[config.mk]
export PLATFORM = sky130hd
export DESIGN_NAME = pstt_front
export DESIGN_NICKNAME = d
export VERILOG_FILES = /design/src/pstt_pkg.sv /design/src/pstt_front.sv
export SDC_FILE = /design/constraint.sdc
export NUM_CORES = 1
export LEC_CHECK = 0
export CAP_MARGIN = 10
export CORE_UTILIZATION = 65
export DETAILED_ROUTE_END_ITERATION = 6
export DONT_BUFFER_PORTS = 1
export PLACE_DENSITY = 0.81
export SLEW_MARGIN = 25
export SYNTH_ARGS = -nofsm -noshare
export SYNTH_HDL_FRONTEND = slang
export SYNTH_SLANG_ARGS = --single-unit
export TNS_END_PERCENT = 20
[constraint.sdc]
create_clock -name clk_i -period 5.3 [get_ports clk_i]
set_input_delay 0.795 -clock clk_i [delete_from_list [all_inputs] [get_ports clk_i]]
set_output_delay 0.795 -clock clk_i [all_outputs]
set_load 0.02 [all_outputs]
[src/pstt_pkg.sv]
// ----------------------------------------------------------------------------
// pstt_pkg
// Shared types and constants of the periodic sample timestamp tagger.
// ----------------------------------------------------------------------------
package pstt_pkg;

  localparam int unsigned SampleWidth   = 16;
  localparam int unsigned SecWidth      = 32;
  localparam int unsigned FracWidth     = 48;
  localparam int unsigned TimeWidth     = SecWidth + FracWidth;
  localparam int unsigned IdxWidth      = 48;
  localparam int unsigned IntervalWidth = 32;
  localparam int unsigned PeriodWidth   = 48;
  localparam int unsigned PeriodHalf    = PeriodWidth / 2;
  localparam int unsigned CfgDataWidth  = 48;
  localparam int unsigned CountWidthDef = 48;
  localparam int unsigned QueueDepthDef = 4;

  localparam logic [PeriodWidth-1:0] SamplePeriodRst = 48'd281474977;

  typedef logic cfg_idx_t;
  localparam cfg_idx_t CFG_TAG_INTERVAL  = 1'b0;
  localparam cfg_idx_t CFG_SAMPLE_PERIOD = 1'b1;

  typedef enum logic [1:0] {
    TAG_NONE     = 2'd0,
    TAG_REF      = 2'd1,
    TAG_PERIODIC = 2'd2
  } tag_kind_e;

  typedef struct packed {
    logic                    we;
    cfg_idx_t                idx;
    logic [CfgDataWidth-1:0] data;
  } cfg_wr_t;

  typedef struct packed {
    logic [SampleWidth-1:0] sample_in;
    logic                   has_reference;
    logic [SecWidth-1:0]    ref_seconds;
    logic [FracWidth-1:0]   ref_fraction;
  } pstt_in_t;

  typedef struct packed {
    logic [SampleWidth-1:0] sample_out;
    tag_kind_e              tag_kind;
    logic [SecWidth-1:0]    tag_seconds;
    logic [FracWidth-1:0]   tag_fraction;
    logic [IdxWidth-1:0]    tag_sample_index;
  } pstt_out_t;

  typedef struct packed {
    logic [SampleWidth-1:0] sample;
    tag_kind_e              kind;
    logic [IdxWidth-1:0]    tag_sample_index;
    logic [SecWidth-1:0]    ref_seconds;
    logic [FracWidth-1:0]   ref_fraction;
  } q_item_t;

endpackage

[src/pstt_front.sv]
// ----------------------------------------------------------------------------
// pstt_front
// Sample counter and tag scheduler: classifies each beat as untagged,
// reference echo or periodic tag and computes the samples elapsed.
// ----------------------------------------------------------------------------
module pstt_front import pstt_pkg::*; #(
  parameter int unsigned CountWidth = CountWidthDef
) (
  input  logic                  clk_i,
  input  logic                  rst_ni,
  input  cfg_wr_t               cfg_i,
  input  logic                  in_valid_i,
  output logic                  in_ready_o,
  input  pstt_in_t              in_data_i,
  output logic                  q_valid_o,
  input  logic                  q_ready_i,
  output q_item_t               q_item_o,
  output logic [CountWidth-1:0] q_elapsed_o
);

  logic [IntervalWidth-1:0] interval_q, interval_d;
  logic [CountWidth-1:0]    count_q, count_d;
  logic [CountWidth-1:0]    base_idx_q, base_idx_d;
  logic [CountWidth-1:0]    next_tag_q, next_tag_d;

  logic                     accept;
  logic                     is_ref;
  logic                     is_per;
  logic [CountWidth-1:0]    resched;
  logic [63:0]              idx_ext;
  logic [IntervalWidth-1:0] cfg_interval;
  tag_kind_e                kind;

  assign accept       = in_valid_i && q_ready_i;
  assign is_ref       = in_data_i.has_reference;
  assign is_per       = !is_ref && (interval_q != '0) && (next_tag_q == count_q);
  assign resched      = count_q + CountWidth'(interval_q);
  assign idx_ext      = 64'(count_q);
  assign cfg_interval = cfg_i.data[IntervalWidth-1:0];

  always_comb begin
    if (is_ref) begin
      kind = TAG_REF;
    end else if (is_per) begin
      kind = TAG_PERIODIC;
    end else begin
      kind = TAG_NONE;
    end
  end

  always_comb begin
    interval_d = interval_q;
    count_d    = count_q;
    base_idx_d = base_idx_q;
    next_tag_d = next_tag_q;
    if (cfg_i.we && cfg_i.idx == CFG_TAG_INTERVAL) begin
      interval_d = cfg_interval;
      if (cfg_interval != '0) begin
        next_tag_d = count_q + CountWidth'(cfg_interval);
      end
    end else if (accept) begin
      count_d = count_q + CountWidth'(1);
      if (is_ref || is_per) begin
        base_idx_d = count_q;
        next_tag_d = resched;
      end
    end
  end

  always_ff @(posedge clk_i or negedge rst_ni) begin
    if (!rst_ni) begin
      interval_q <= '0;
      count_q    <= '0;
      base_idx_q <= '0;
      next_tag_q <= '0;
    end else begin
      interval_q <= interval_d;
      count_q    <= count_d;
      base_idx_q <= base_idx_d;
      next_tag_q <= next_tag_d;
    end
  end

  assign in_ready_o                = q_ready_i;
  assign q_valid_o                 = in_valid_i;
  assign q_item_o.sample           = in_data_i.sample_in;
  assign q_item_o.kind             = kind;
  assign q_item_o.tag_sample_index = idx_ext[IdxWidth-1:0];
  assign q_item_o.ref_seconds      = in_data_i.ref_seconds;
  assign q_item_o.ref_fraction     = in_data_i.ref_fraction;
  assign q_elapsed_o               = count_q - base_idx_q;

endmodule

# --- Word level (Yosys, flattened, before mapping) ---
# Cells that the tools add are included.
totals:
  reg_bits: 176
  out_inout_bits: 196
op_classes:
  addsub: 4
  n_eq_ne: 2
  n_mux: 6
  bitwise_logic: 2
  n_reduce_logical: 13
ops:
  columns: ["cell", "n"]
  rows:
  - ["$mux W48", 4]
  - ["$add A48 B32 Y48", 2]
  - ["$reduce_bool A32 Y1", 2]
  - ["$add A48 B1 Y48 const B", 1]
  - ["$eq A48 B48 Y1", 1]
  - ["$sub A48 B48 Y48", 1]
  - ["$reduce_and A3 Y1", 2]
  - ["$logic_and A1 B1 Y1", 4]
  - ["$mux W2", 2]
  - ["$reduce_bool A2 Y1", 2]
  - ["$ne A2 B1 Y1 const B", 1]
  - ["$not A1 Y1", 2]
  - ["$reduce_and A2 Y1", 1]
  - ["$logic_not A1 Y1", 1]
  - ["$logic_or A1 B1 Y1", 1]

# --- Longest topological paths before layout ---
depth:
  depth_word: 7
  ltp_mapped: 16
  depth_no_buf: 14

# --- Least setup slack after synthesis ---
# Ideal clock, no wire load.
synth_path:
  path_type: "input-to-reg"
  start: "input cfg_i[48] (netlist bit)"
  end: "register next_tag_q[38]"
  arrival_time_ps: 4398
  required_time_ps: 5170
  slack_ps: 773
  stages: 16
  path_cell_list: "nand2b_1 > clkbuf_1 > clkbuf_1 > mux2_2 > ha_1 > inv_1 > fa_1 > nand2b_1 > a21oi_2 > o211ai_2 > o31ai_4 > a41oi_2 > o41a_4 > o31ai_4 > a21o_2 > a31oi_1"
synth_via:
  elab_chain_len: 4
  elab_cells_between_ends: 7
  cone_classes: "1 x eq/ne; 1 x mux; 1 x bitwise; 4 x reduce/logical"
synth_lines:
  columns: ["element", "line_no", "rtl"]
  rows:
  - ["start: declaration", "pstt_front.sv:11", "input cfg_wr_t cfg_i,"]
  - ["$not A1 Y1 (*)", "pstt_front.sv:56", "if (cfg_i.we && cfg_i.idx == CFG_TAG_INTERVAL) begin"]
  - ["$logic_and A1 B1 Y1 (*)", "pstt_front.sv:56", null]
  - ["$ne A2 B1 Y1 (no line) or $reduce_bool A2 Y1 (tied branches)", null, null]
  - ["$reduce_and A3 Y1 (no line)", null, null]
  - ["end signal: assignment", "pstt_front.sv:80", "next_tag_q <= next_tag_d;"]
  - ["end: declaration", "pstt_front.sv:24", "logic [CountWidth-1:0] next_tag_q, next_tag_d;"]
# Mark *: on every way between the ends. The rest lies on a longest branch, timed or not.
# A chain may end at the register's enable or synchronous reset.

# --- Final worst setup path ---
layout_path:
  start: "register count_q[1]"
  end: "output q_elapsed_o[47]"
layout_via:
  elab_chain_len: 1
layout_lines:
  columns: ["element", "line_no", "rtl"]
  rows:
  - ["start: declaration", "pstt_front.sv:22", "logic [CountWidth-1:0] count_q, count_d;"]
  - ["start signal: assignment", "pstt_front.sv:78", "count_q <= count_d;"]
  - ["$sub A48 B48 Y48", "pstt_front.sv:91", "assign q_elapsed_o = count_q - base_idx_q;"]
  - ["end: declaration", "pstt_front.sv:18", "output logic [CountWidth-1:0] q_elapsed_o"]
# No other way between the ends.

==> key figures <==
Global routing
  – GR Layer Usage met3: about 6.9%
  – Remaining Overflow, GRT: 0
  – Total Routing Usage GR: about 32%
  – Maximum number of pins on one net before global-route repair: 177
  – Global routing met1 resource utilization: 43.3%
  – Initial antenna violation count: 0
  – First-pass GRT wire length: between 50000 and 60000 um
  – Via count of the first global-routing pass: approximately 10000
  – Met2 capacity usage during global routing: slightly above 50%
  – Most used routing layer in global routing: met2

Synth
  – EDFF count, synth: 0
  – Yosys warning count: 0
  – Portion of the post-synthesis area used by sequential elements: around 33%
  – Ys async rst share: between 90% and 100%
  – Post-Synthesis Net Count: 1744
  – Top cells by area, synth: dfrtp_1 33%, ha_1 7.8%, mux2_2 6.6%
  – Post-synth top area share: between 30% and 40%
  – Synth cell count leaders: 176 x dfrtp_1, 123 x nand2_1, 103 x buf_4, 103 x nor2_1, 98 x a21oi_1
  – Synth area leader: dfrtp_1
  – Number of standard cells after synthesis: ~1500
  – Dominant synthesized flop cell: dfrtp_1
  – Yosys cell types: approximately 70
  – Most frequent cell after synthesis: dfrtp_1
  – Register bit count reported by yosys: 176
  – Synthesized area: roughly 0.013 mm2
  – Mean instance size in the synthesized netlist: a little under 9 um2

Final layout
  – Share of cells above drive strength 1: a little under an eighth
  – Synthesis-to-layout area growth: 1.45%
  – Number of nets in the final layout: 1630
  – N_diodes: 0

Timing
  – Skew final: around 0.013 ns
  – Count of endpoints failing hold in the final timing report: 0
  – Accumulated negative setup slack: 0 ns
  – Peak clock frequency supported by timing: roughly 200 MHz
  – Setup WS post-layout: 0.305 ns
  – Count of pins over their slew limit: 0
  – Final-report setup violation count: 0
  – Ratio of final minimum period to clock period: 94.2%
  – Time the worst path needs with I/O delays and setup: about 5 ns
  – Setup repair after global routing missed its margin: no
  – Rel. slew slack: 46.8%
  – Actual slew at the worst max-slew pin: 0.796 ns

Route
  – Mean number of vias per cell: 6.36
  – First-pass iteration count of the detailed router: 5
  – Wire length reported by the detailed router: about 33000 um
  – Violation count after the first detailed-route iteration: 724
  – Routed WL per cell: 19.9 um
  – Post-route antenna net violation count: 0
  – Total DRC errors in the routed layout: 0
  – Vias after detailed routing: around 11000

Power and ir drop
  – Peak VDD IR: approximately 0.00026 V
  – Lkg Pwr: around 0.0063 uW
  – Internal Dissipation: 3120 uW
  – Gate power share: around half
  – Share of power burned in the clock network: a little over a fifth
  – Switching fraction of total power: a little under half
  – Power density normalized to cell area: about 420 mW/mm2
  – Flop pwr share: slightly below 30%
  – Total net switching power: ~2600 uW

Job
  – Number of maximum-capacitance violations: 0

Place
  – Detailed placement HPWL: 25100 um
  – Final weighted congestion of routability-driven global placement: slightly above 0.9
  – Pre-CTS setup slack: 0.793 ns
  – IO buf count: 0

Clock network
  – Max Root-Sink Buffers: 2
  – Cts repair resizes: 0
  – Number of buffers created by CTS: 17
  – Number of hold-repair buffers added at the cts stage: 0
  – Clock transition at the registers of the reported paths: 0.08 ns
  – Clock Latency Late Sink: roughly 0.45 ns
  – Clock sinks: approximately 180
  – Clock tree from TritonCTS: yes
  – Root Driver: clkbuf_16
  – Max H-tree Level: 4
  – Post-CTS setup buffers: 0

Critical path
  – Internal reg-to-reg setup slack: around 1.5 ns
  – Data arrival at the endpoint of the critical path: 4.20 ns
  – Crit start category: register
  – Highest fanout seen on the critical path: 8
  – Req. time, crit path: 4.51 ns
  – Type of the setup path with the least slack: register to output pin
  – Kind of end point of the critical path: output pin

Die
  – Starting density of the core: around two thirds
  – Number of standard-cell rows in the floorplan: 52
  – Die area: approximately 0.021 mm2
  – Horizontal die dimension: between 100 and 150 um
  – Vert. Die Dim: 145 um
  – Number of placed I/O pins: between 300 and 400
  – Total core area: slightly above 0.02 mm2

Min path
  – Type of the most critical hold path: input pin to asynchronous set/reset pin

Outcome
  – Run status: finished clean
[path summary, 6_finish.rpt]
kind / from / end / cells past startpoint
setup / recovery: count_q[1]$_DFFE_PN0P_ / q_elapsed_o[47] / 11
hold / removal: rst_ni / base_idx_q[41]$_DFFE_PN0P_ / 0
setup reg to reg: count_q[0]$_DFFE_PN0P_ / next_tag_q[38]$_DFFE_PN0P_ / 12
hold reg to reg: next_tag_q[15]$_DFFE_PN0P_ / next_tag_q[15]$_DFFE_PN0P_ / 1
max in group asynchronous: rst_ni / next_tag_q[23]$_DFFE_PN0P_ / 0
min in group clk_i: cfg_i[8] / interval_q[8]$_DFFE_PN0P_ / 1
[critical path: stages, from the launching register on]
cell and delay (ns):
dfrtp_1 0.60, ha_1 0.30, nor2b_1 0.15, o31ai_1 0.42, a21oi_1 0.12, buf_4 0.18
a32oi_1 0.37, o21ai_0 0.24, o21ai_1 0.36, o311ai_1 0.25, a221oi_1 0.43, xnor2_1 0.32
[cells by family after synthesis]
family	share of synthesized area, %
mux	6.80
simple gates	15.0
fa+ha+maj	8.07
xor+xnor	10.8
compound gates	16.4
flops	33.0
buf+inv	9.91
[metrics by stage]
step | hold slack, ns | cell area (um2) | util, % | std cells | total power [uW]
CTS | 0.0309 | 13600 | 67.2 | 1677 | 5740
finish | 0.0386 | 13600 | 67.2 | 1677 | 5740
global route | 0.0254 | 13600 | 67.2 | 1677 | 6050
global placement | 0.493 | 13000 | 64.3 | 1645 | 4420
floorplan | 0.481 | 13400 | - | 1508 | 4080
detailed placement | 0.496 | 13000 | 64.3 | 1645 | 4480
[layout by cell type (no fill, tap or decap), types with 14 or more instances in the layout]
cell type,instances
a31oi_1,14
mux2_2,78
buf_4,30
nor2_1,103
o21ai_0,90
ha_1,83
nor4_1,28
inv_1,81
clkbuf_16,17
nand3_1,32
xnor2_1,94
dfrtp_1,176
nand4_1,36
nand2_1,123
and3_1,22
xor2_1,71
a21o_1,40
a21oi_1,98
[power by group through the flow]
| stage | registers (uW) | logic (uW) | clock network [uW] |
|---|---|---|---|
| 6_report | 1660 | 2810 | 1270 |
| 3_5_place_dp | 1690 | 2800 | 0 |
| 4_1_cts | 1660 | 2810 | 1270 |
| 2_1_floorplan | 1650 | 2430 | 0 |
| 5_1_grt | 1680 | 3040 | 1330 |
| 3_3_place_gp | 1670 | 2740 | 0 |
[cell type report]
type | count | area [um2]
Multi-Input combinational cell | 1086 | 7660
Fill cell | 1601 | 6610
Sequential cell | 176 | 4400
Clock buffer | 17 | 425
Tap cell | 270 | 338
Inverter | 81 | 304
Timing Repair Buffer | 32 | 265
Clock inverter | 15 | 163
[state kept, by name, indices dropped and copies added, names as in the netlist]
| signal | cells |
|---|---|
| base_idx_q | 48 |
| count_q | 48 |
| interval_q | 32 |
| next_tag_q | 48 |
[per-layer routing]
| metal | part of all wire, % | vias to the layer above |
|---|---|---|
| met2 | 46 | 488 |
| met5 | 0 | - |
| met4 | 3.5 | 0 |
| met1 | 43 | 5092 |
| li1 | - | 4979 |
| met3 | 7.5 | 103 |
No activity file was read; power rests on OpenSTA's default activity.
