$ cat config.mk
export PLATFORM = sky130hd
export DESIGN_NAME = pstt_queue
export DESIGN_NICKNAME = d
export VERILOG_FILES = /design/src/pstt_pkg.sv /design/src/pstt_queue.sv
export SDC_FILE = /design/constraint.sdc
export NUM_CORES = 1
export LEC_CHECK = 0
export BUFFER_PORTS_ARGS = -buffer_cell sky130_fd_sc_hd__buf_4
export CORE_UTILIZATION = 30
export CTS_BUF_LIST = sky130_fd_sc_hd__clkbuf_8
export CTS_CLUSTER_DIAMETER = 50
export DETAILED_ROUTE_END_ITERATION = 7
export HOLD_SLACK_MARGIN = 0.1
export PLACE_DENSITY_LB_ADDON = 0.08
export SYNTH_ARGS = -nofsm -noshare
export SYNTH_HDL_FRONTEND = slang
export SYNTH_SLANG_ARGS = --single-unit
$ cat constraint.sdc
create_clock -name clk_i -period 5.3 [get_ports clk_i]
set_clock_uncertainty 0.2 [all_clocks]
set_input_delay 1.06 -clock clk_i [delete_from_list [all_inputs] [get_ports clk_i]]
set_output_delay 1.06 -clock clk_i [all_outputs]
set_load 0.1 [all_outputs]
$ cat src/pstt_pkg.sv
// ----------------------------------------------------------------------------
// pstt_pkg
// Shared types and constants of the periodic sample timestamp tagger.
// ----------------------------------------------------------------------------
package pstt_pkg;

  localparam int unsigned SampleWidth   = 16;
  localparam int unsigned SecWidth      = 32;
  localparam int unsigned FracWidth     = 48;
  localparam int unsigned TimeWidth     = SecWidth + FracWidth;
  localparam int unsigned IdxWidth      = 48;
  localparam int unsigned IntervalWidth = 32;
  localparam int unsigned PeriodWidth   = 48;
  localparam int unsigned PeriodHalf    = PeriodWidth / 2;
  localparam int unsigned CfgDataWidth  = 48;
  localparam int unsigned CountWidthDef = 48;
  localparam int unsigned QueueDepthDef = 4;

  localparam logic [PeriodWidth-1:0] SamplePeriodRst = 48'd281474977;

  typedef logic cfg_idx_t;
  localparam cfg_idx_t CFG_TAG_INTERVAL  = 1'b0;
  localparam cfg_idx_t CFG_SAMPLE_PERIOD = 1'b1;

  typedef enum logic [1:0] {
    TAG_NONE     = 2'd0,
    TAG_REF      = 2'd1,
    TAG_PERIODIC = 2'd2
  } tag_kind_e;

  typedef struct packed {
    logic                    we;
    cfg_idx_t                idx;
    logic [CfgDataWidth-1:0] data;
  } cfg_wr_t;

  typedef struct packed {
    logic [SampleWidth-1:0] sample_in;
    logic                   has_reference;
    logic [SecWidth-1:0]    ref_seconds;
    logic [FracWidth-1:0]   ref_fraction;
  } pstt_in_t;

  typedef struct packed {
    logic [SampleWidth-1:0] sample_out;
    tag_kind_e              tag_kind;
    logic [SecWidth-1:0]    tag_seconds;
    logic [FracWidth-1:0]   tag_fraction;
    logic [IdxWidth-1:0]    tag_sample_index;
  } pstt_out_t;

  typedef struct packed {
    logic [SampleWidth-1:0] sample;
    tag_kind_e              kind;
    logic [IdxWidth-1:0]    tag_sample_index;
    logic [SecWidth-1:0]    ref_seconds;
    logic [FracWidth-1:0]   ref_fraction;
  } q_item_t;

endpackage

$ cat src/pstt_queue.sv
// ----------------------------------------------------------------------------
// pstt_queue
// Short first-in first-out queue between the scheduler and the time unit.
// ----------------------------------------------------------------------------
module pstt_queue import pstt_pkg::*; #(
  parameter int unsigned Width = 8,
  parameter int unsigned Depth = QueueDepthDef
) (
  input  logic             clk_i,
  input  logic             rst_ni,
  input  logic             push_valid_i,
  output logic             push_ready_o,
  input  logic [Width-1:0] push_data_i,
  output logic             pop_valid_o,
  input  logic             pop_ready_i,
  output logic [Width-1:0] pop_data_o
);

  localparam int unsigned PtrWidth = (Depth > 1) ? $clog2(Depth) : 1;
  localparam int unsigned CntWidth = $clog2(Depth + 1);

  logic [Width-1:0]    mem_q [Depth];
  logic [PtrWidth-1:0] wptr_q, wptr_d;
  logic [PtrWidth-1:0] rptr_q, rptr_d;
  logic [CntWidth-1:0] cnt_q, cnt_d;
  logic                push;
  logic                pop;

  assign push_ready_o = (cnt_q != CntWidth'(Depth));
  assign pop_valid_o  = (cnt_q != '0);
  assign push         = push_valid_i && push_ready_o;
  assign pop          = pop_valid_o && pop_ready_i;
  assign pop_data_o   = mem_q[rptr_q];

  always_comb begin
    wptr_d = wptr_q;
    rptr_d = rptr_q;
    cnt_d  = cnt_q;
    if (push) begin
      wptr_d = (wptr_q == PtrWidth'(Depth - 1)) ? '0 : wptr_q + PtrWidth'(1);
    end
    if (pop) begin
      rptr_d = (rptr_q == PtrWidth'(Depth - 1)) ? '0 : rptr_q + PtrWidth'(1);
    end
    if (push && !pop) begin
      cnt_d = cnt_q + CntWidth'(1);
    end else if (pop && !push) begin
      cnt_d = cnt_q - CntWidth'(1);
    end
  end

  always_ff @(posedge clk_i) begin
    if (push) begin
      mem_q[wptr_q] <= push_data_i;
    end
  end

  always_ff @(posedge clk_i or negedge rst_ni) begin
    if (!rst_ni) begin
      wptr_q <= '0;
      rptr_q <= '0;
      cnt_q  <= '0;
    end else begin
      wptr_q <= wptr_d;
      rptr_q <= rptr_d;
      cnt_q  <= cnt_d;
    end
  end

  a_cnt_bound: assert property (@(posedge clk_i) disable iff (!rst_ni)
    cnt_q <= CntWidth'(Depth))
    else $error("queue fill count beyond depth");

endmodule

Yosys cells after proc, flatten, opt, wreduce, memory -nomap -nowiden
Memories as Yosys holds them, arrays and structs flattened.
Cells that the tools add are included.
{"block": "totals", "ff_bits": 7, "ramBits": 32, "inputBits": 12, "out_inout_bits": 10, "wordCells": 25, "n_memories": 1}
{"memory": "mem_q", "depth": 4, "width": 8, "read_ports": 1, "rd_ports_with_merged_regs": 0, "wr": 1, "line_no": "pstt_queue.sv:22", "rtl": "logic [Width-1:0] mem_q [Depth];"}
{"block": "classes", "addsub": 4, "n_eq_ne": 3, "n_mux": 6, "n_reduce_logical": 8}
{"operator": "2-to-1 mux 3 bit", "n": 2}
{"operator": "adder 2 x 1 -> 2 bit (second input constant)", "n": 2}
{"operator": "== test 2 bit (second input constant)", "n": 2}
{"operator": "logical AND 1 bit", "n": 4}
{"operator": "2-to-1 mux 2 bit", "n": 2}
{"operator": "adder 3 x 1 -> 3 bit (second input constant)", "n": 1}
{"operator": "!= test 3 bit (second input constant)", "n": 1}
{"operator": "nonzero test 3 bit", "n": 1}
{"operator": "subtractor 3 x 1 -> 3 bit (second input constant)", "n": 1}
{"operator": "logical NOT 1 bit", "n": 2}
{"operator": "2-to-1 mux 1 bit", "n": 2}
{"operator": "nonzero test 2 bit", "n": 1}

Longest topological paths before layout
Gate-level depths: netlist (run 1).
{"block": "logic_depth", "ltp_word": 6, "ltp_mapped": 8, "mapped_depth_nobuf": 8}

Worst setup path after synthesis (run 1)
No wires, ideal clock.
{"block": "synth_path", "path_type": "register -> output", "startpoint": "reg rptr_q[0]", "endpoint": "out pop_data_o[0]", "arrival_ns": 1.388, "t_required_ns": 4.040, "path_slack_ns": 2.652, "path_stages_with_launch": 3, "path_buffers": 1, "path_cell_list": "dfrtp_1 -> buf_2 -> mux4_2"}
{"block": "synth_via", "elab_chain_cells": 1}
{"element": "start: declaration", "line_no": "pstt_queue.sv:24", "rtl": "logic [PtrWidth-1:0] rptr_q, rptr_d;"}
{"element": "start signal: assignment", "line_no": "pstt_queue.sv:65", "rtl": "rptr_q <= rptr_d;"}
{"element": "memory (4 x 8 bit)"}
{"element": "end: declaration", "line_no": "pstt_queue.sv:16", "rtl": "output logic [Width-1:0] pop_data_o"}
Every way passes these cells.

Worst setup path after layout (run 1)
{"block": "layout_path", "startpoint": "reg rptr_q[0]", "endpoint": "out pop_data_o[1]"}
The elaborated chain is that of the path after synthesis.

==> results of run 1 <==
==> worst max-delay path: stages (launching register included) <==
cell	delay, ps
dfrtp_1	750
mux4_2	590
buf_4	250
==> worst min-delay path by stage <==
stage / cells past startpoint / from / end / slack, ps
final: 1 / cnt_q[2] / cnt_q[2] / 270
after global routing: 1 / cnt_q[2] / cnt_q[2] / 290
after CTS: 1 / cnt_q[2] / cnt_q[2] / 280
after detailed placement: 1 / cnt_q[2] / cnt_q[2] / 270
after global placement: 1 / cnt_q[2] / cnt_q[2] / 270
after floorplan: 1 / cnt_q[2] / cnt_q[2] / 250
==> sequential cells by signal, indices dropped and copies added (netlist names) <==
signal,cells
cnt_q,3
wptr_q,2
mem_q,32
rptr_q,2
==> metal layers <==
metal / wire (um) / vias to the layer above / GRT usage [%]
met5: 0 / - / 0
met4: 61 / 0 / 6.29
met3: 135 / 6 / 4.02
met2: 1340 / 21 / 18.2
met1: 1200 / 377 / 13.9
li1: - / 351 / -
==> logic make-up after synthesis <==
kind of cell | Yosys count
flip-flops | 39
XOR/XNOR | 3
buffers and inverters | 5
adder cells (fa/ha/maj) | 7
multiplexers | 13
AND/OR/NAND/NOR | 11
==> through the flow <==
stage | std cells | utilization, %
final | 175 | 37.9
after global routing | 175 | 37.9
after detailed placement | 167 | 35.8
after global placement | 167 | 35.8
after floorplan | 78 | -
after CTS | 175 | 37.9
==> final cells by class <==
class / instances / area [sq um] / share of cell area [%]
Clock buffer: 5 / 68.8 / 3.55
Clock inverter: 3 / 38.8 / 2.00
Inverter: 3 / 11.3 / 0.581
Multi-Input combinational cell: 34 / 438 / 22.6
Sequential cell: 39 / 1140 / 58.6
Tap cell: 70 / 87.6 / 4.52
Timing Repair Buffer: 21 / 158 / 8.13
==> placed cells by master (no fill, tap or decap) <==
cell type / count
mux2_4: 2
and3_2: 4
or3_2: 1
fa_1: 1
nand2_1: 1
inv_1: 3
bufinv_16: 1
and2_4: 1
clkinv_2: 1
clkbuf_8: 5
dfrtp_1: 7
xor2_1: 2
mux4_2: 8
xnor2_1: 1
buf_4: 21
nor2_1: 3
or3b_4: 1
clkinv_1: 1
mux2_2: 3
ha_1: 6
edfxtp_1: 32
==> impl_metrics.ini, run 1 <==
[routing]
wirelength_um = 2740
drc = 0
postRouteAntennaNets = 0
vias_per_cell = 4.31
drt_iter0_drc = 23
vias = 755
post_drt_wl_per_cell_um = 15.7
dr.pass1.iters = 4

[yosys]
yosysSeqAreaShare_pct = 71.3
synth_cell_types = 18
synth_compound_area_share_pct = 0
synth_top_family_by_area = multiplexers
muxShareOfSynthArea_pct = 15.3
synth-simple-area-share_pct = 4.55
synthTopCellsByArea = edfxtp_1 60%, mux4_2 11%, dfrtp_1 11%
yosys.area_share.adder_pct = 5.97
yosys.area.top_type = edfxtp_1
synth_commonest_cells = 32 x edfxtp_1, 8 x mux4_2, 7 x dfrtp_1, 6 x ha_1, 4 x and3_2
synthCells = 78
synthFlopType = edfxtp_1
syn_nets = 97
avgSynthCellArea_sq_um = 20.4
yosys_warnings = 0
synth_edf_count = 32
yosysMostFrequentCell = edfxtp_1
ys_seq_elements = 39
async_flop_share_pct = 17.9
yosys.area_share.xor_xnor_pct = 1.65
syn_area_sq_um = 1590
netlist.area_leader.share_pct = 60.3

[layout]
nFillCells = 491
drive_above_1_share_pct = 45.7
num_antenna_cells = 0
fin_nets = 123
areaGrowthSynthToFinish_pct = 21.6
final_area_sq_um = 1940

[global_route]
antenna_found_initial = 0
grt_first_pass_wirelength_um = 4290
grt_max_degree = 13
grtUsageTotal_pct = 11.5
grt_pass1_vias = 784
overflow = 0

[timing]
rsz0062_at_grt = false
holdWs_ps = 274
setup_viol = 0
fin_ws_ps = 2150
min_period_ps = 3150
min_period_over_period_pct = 59.4
setup-tns-final_ps = 0
max_freq_mhz = 318
tightest_slew_ps = 627
hold_viol_final = 0
slew_headroom_pct = 58.2
maxSlewViolCount = 0

[worst_setup_path]
path_class = register to primary output
arrival_ps = 1890
crit_end = pop_data_o[1]
critPathLaunchType = register
end_kind = primary output
worst-path-max-fanout = 11
reg2reg_to = cnt_q[2]
reg2reg_depth = 8
cp.required_ps = 4040
reg2reg_slack_ps = 2920
startpoint = rptr_q[0]
r2r-start = cnt_q[0]

[floorplan]
rows = 26
die_width_um = 74.9
coreArea_sq_um = 5110
dieArea_sq_um = 5610
io_pins = 22
initial_core_util_pct = 31.2
die_y_um = 74.9

[place]
finalWeightedCongestion = 0.612
placed_cell_area_sq_um = 1830
portBuffers = 21
preCtsSetupSlack_ps = 2440

[job]
drv_cap = 0

[clocking]
cts_resized = 0
cts-root-buf = clkbuf_8
ctsHoldBuffers = 0
numCtsBuffers = 5
postCtsSetupBuffers = 0
clk_pin_slew_ps = 80
insertion_delay_ps = 290
cts_max_path_buffers = 2
h-tree-depth = 2
cts_sinks = 39
cts_tree = yes

[run_status]
outcome = complete, no violations

[hold_path]
hold_path_class = register to register
Power of run 1 is not shown: default switching activity piles up to over one toggle a cycle in this logic, so the estimate is an artifact.
==> run 2: changes to the inputs <==
==> constraint.sdc (replaced) <==
create_clock -name clk_i -period 2.99 [get_ports clk_i]
set_clock_uncertainty 0.2 [all_clocks]
set_input_delay 0.598 -clock clk_i [delete_from_list [all_inputs] [get_ports clk_i]]
set_output_delay 0.598 -clock clk_i [all_outputs]
set_load 0.1 [all_outputs]
==> impl_metrics.ini, run 2 (synthesized netlist as in run 1, its figures left out) <==
[layout]
areaGrowthSynthToFinish_pct = 22.4
final_cell_mix = 32 x edfxtp_1, 21 x buf_4, 8 x mux4_2
drive_above_1_share_pct = 45.3
num_antenna_cells = 0
regMostFlops = mem_q
fin_nets = 124
largest_reg_flops = 32
utilization_pct = 38.2
reg_top3 = mem_q x32, cnt_q x3
final_common_cell = edfxtp_1

[global_route]
grtUsageTotal_pct = 11.6
overflow = 0
grt_pass1_vias = 818
grt_max_degree = 14
antenna_found_initial = 0
grt_first_pass_wirelength_um = 4370

[routing]
drc = 0
wirelength_um = 2730
dr.pass1.iters = 2
postRouteAntennaNets = 0
vias_per_cell = 4.30
drt_iter0_drc = 12
vias = 756
post_drt_wl_per_cell_um = 15.5

[worst_setup_path]
reg2reg_slack_ps = 610
cp.required_ps = 2190
critPathLaunchType = register
arrival_ps = 1880
crit_end = pop_data_o[6]
startpoint = rptr_q[0]
path_class = register to primary output
reg2reg_depth = 8
reg2reg_to = cnt_q[2]
end_kind = primary output
r2r-start = cnt_q[0]
worst-path-max-fanout = 11

[timing]
setup_viol = 0
setup-tns-final_ps = 0
max_freq_mhz = 374
tightest_slew_ps = 628
min_period_ps = 2680
hold_viol_final = 0
slew_headroom_pct = 58.2
holdWs_ps = 302
fin_ws_ps = 315
rsz0062_at_grt = false
maxSlewViolCount = 0
min_period_over_period_pct = 89.5

[place]
dp_hpwl_um = 1820
portBuffers = 21
preCtsSetupSlack_ps = 602
finalWeightedCongestion = 0.640

[run_status]
outcome = complete, no violations

[job]
drv_cap = 0

[floorplan]
coreArea_sq_um = 5110
dieArea_sq_um = 5610
die_y_um = 74.9
io_pins = 22
initial_core_util_pct = 31.2
die_width_um = 74.9
rows = 26

[hold_path]
hold_path_class = register to register

[clocking]
cts_max_path_buffers = 2
insertion_delay_ps = 290
postCtsSetupBuffers = 0
clk_pin_slew_ps = 80
numCtsBuffers = 5
cts_sinks = 39
h-tree-depth = 2
cts-root-buf = clkbuf_8
cts_tree = yes
[run 2: worst min-delay path by stage]
stage                    from          end  slack [ps]  depth (start not counted)
6_report             cnt_q[2]     cnt_q[2]         300                          1
5_1_grt        push_data_i[2]  mem_q[0][2]         290                          1
4_1_cts        push_data_i[1]  mem_q[3][1]         290                          1
3_5_place_dp           rst_ni     cnt_q[2]         220                          1
3_3_place_gp           rst_ni     cnt_q[1]         220                          1
2_1_floorplan          rst_ni     cnt_q[0]         100                          0
[run 2: what timing repair did]
| action | 4_1_cts | 5_1_grt |
|---|---|---|
| gates resized for setup | 0 | 0 |
| setup endpoints to repair | 0 | 0 |
| hold endpoints to repair | 7 | 0 |
| hold buffers | 1 | 0 |
[run 2: final cells by class]
class                      count  area [sq um]
fill                         512          3160
sequential                    39          1140
multi-input combinational     34           438
timing repair buffer          22           168
tap                           70          87.6
clock buffer                   5          68.8
clock inverter                 3          42.5
inverter                       3          11.3
[run 2: stage by stage]
step                      instances  cell area, sq um
after floorplan                  78              1590
after CTS                       176              1950
after detailed placement        167              1830
after global routing            176              1950
after global placement          167              1830
final                           176              1950
[run 2: worst max-delay path: stages (launching register included)]
cell     delay [ps]
dfrtp_1         750
mux4_2          590
buf_4           250
[run 2: metal layers]
layer / share of wire, % / up-vias / global-route usage (%) / wire length, um
met5: 0 / - / 0 / 0
met4: 1.8 / 0 / 5.03 / 49
met3: 6.3 / 5 / 4.55 / 171
met2: 49 / 19 / 18.3 / 1320
met1: 43 / 378 / 14.3 / 1180
li1: - / 354 / - / -
Power of run 2 is left out for the same reason.
==> run 3: changes to the inputs <==
--- a/config.mk
+++ b/config.mk
@@ -6,6 +6,8 @@
 export NUM_CORES = 1
 export LEC_CHECK = 0
 export BUFFER_PORTS_ARGS = -buffer_cell sky130_fd_sc_hd__buf_4
+export CELL_PAD_IN_SITES_DETAIL_PLACEMENT = 0
+export CELL_PAD_IN_SITES_GLOBAL_PLACEMENT = 1
 export CORE_UTILIZATION = 30
 export CTS_BUF_LIST = sky130_fd_sc_hd__clkbuf_8
 export CTS_CLUSTER_DIAMETER = 50
==> impl_metrics.ini, run 3 (synthesized netlist as in run 1, its figures left out) <==
[timing]
slew_headroom_pct = 59.5
setup-tns-final_ps = 0
min_period_ps = 2660
holdWs_ps = 287
hold_viol_final = 0
maxSlewViolCount = 0
min_period_over_period_pct = 88.8
setup_viol = 0
rsz0062_at_grt = false
max_freq_mhz = 376
tightest_slew_ps = 607

[layout]
utilization_pct = 38.6
drive_above_1_share_pct = 45.3
reg_top3 = mem_q x32, cnt_q x3
regMostFlops = mem_q
final_common_cell = edfxtp_1
areaGrowthSynthToFinish_pct = 23.8
final_cell_mix = 32 x edfxtp_1, 21 x buf_4, 8 x mux4_2
num_antenna_cells = 0
largest_reg_flops = 32
nFillCells = 473
fin_nets = 124

[global_route]
grt_max_degree = 13
antenna_found_initial = 0
grtUsageTotal_pct = 10.7
grt_first_pass_wirelength_um = 3970
overflow = 0
grt_pass1_vias = 762

[clocking]
h-tree-depth = 2
cts_tree = yes
cts-root-buf = clkbuf_8
postCtsSetupBuffers = 0
cts_max_path_buffers = 2
insertion_delay_ps = 280
cts_sinks = 39
numCtsBuffers = 5
clk_pin_slew_ps = 70

[floorplan]
coreArea_sq_um = 5110
io_pins = 22
die_y_um = 74.9
initial_core_util_pct = 31.2
die_width_um = 74.9
rows = 26
dieArea_sq_um = 5610

[routing]
vias = 745
vias_per_cell = 4.23
post_drt_wl_per_cell_um = 14.1
top_layer_used = met4
drc = 0
postRouteAntennaNets = 0
dr_wl_met3_um = 128
dr_wl_met2_um = 1150
drt-met1-wl_um = 1180
wirelength_um = 2490
dr.pass1.iters = 3
drt_iter0_drc = 49

[hold_path]
hold_end = cnt_q[2]
hold_path_class = register to register
min_path_cells = 1
min_from = cnt_q[2]

[worst_setup_path]
path_class = register to primary output
reg2reg_depth = 8
cp.required_ps = 2190
worst-path-max-fanout = 11
arrival_ps = 1860
reg2reg_slack_ps = 590
end_kind = primary output
reg2reg_to = cnt_q[2]
r2r-start = cnt_q[0]
critPathLaunchType = register

[place]
finalWeightedCongestion = 0.619
portBuffers = 21
dp_hpwl_um = 1650

[job]
drv_cap = 0

[run_status]
outcome = complete, no violations
## run 3: changes by cell type in the layout (fill, tap and decap cells not counted), sizes merged
cell | previous run | this run
bufinv | 1 | 2
clkinv | 1 | 0
## run 3: worst max-delay path: stages (launching register included)
cell,delay [ps]
dfrtp_1,730
mux4_2,590
buf_4,250
## run 3: what timing repair did
item / CTS / global route
hold buffers: 1 / 0
endpoints found under the hold margin: 7 / 0
gates resized for setup: 0 / 0
## run 3: cell type report
class	instances	area (sq um)	area share (%)
flip-flops and latches	39	1140	57.6
multi-input cells	34	438	22.2
repair buffers	22	168	8.50
well taps	70	87.6	4.44
clock buffers	5	68.8	3.49
clock inverters	3	63.8	3.23
inverters	3	11.3	0.571
## run 3: through the flow
step	area [sq um]	setup slack, ps	instances
final	1970	334	176
after global placement	1830	603	167
after detailed placement	1830	583	167
after global routing	1970	197	176
after floorplan	1590	361	78
after CTS	1970	282	176
## run 3: how the worst max path moves through the flow
| stage | from | to | slack [ps] | cells past startpoint |
|---|---|---|---|---|
| after detailed placement | cnt_q[0] | cnt_q[2] | 580 | 8 |
| after global placement | rptr_q[0] | pop_data_o[0] | 600 | 2 |
| after floorplan | cnt_q[0] | cnt_q[2] | 360 | 8 |
| after global routing | rptr_q[0] | pop_data_o[4] | 200 | 2 |
| after CTS | rptr_q[0] | pop_data_o[4] | 280 | 2 |
| final | rptr_q[0] | pop_data_o[4] | 330 | 2 |
## run 3: layer usage
metal	vias up	GRT usage, %
li1	354	-
met1	367	13.7
met2	20	15.7
met3	4	4.95
met4	0	4.40
met5	-	0
Power of run 3 is left out for the same reason.
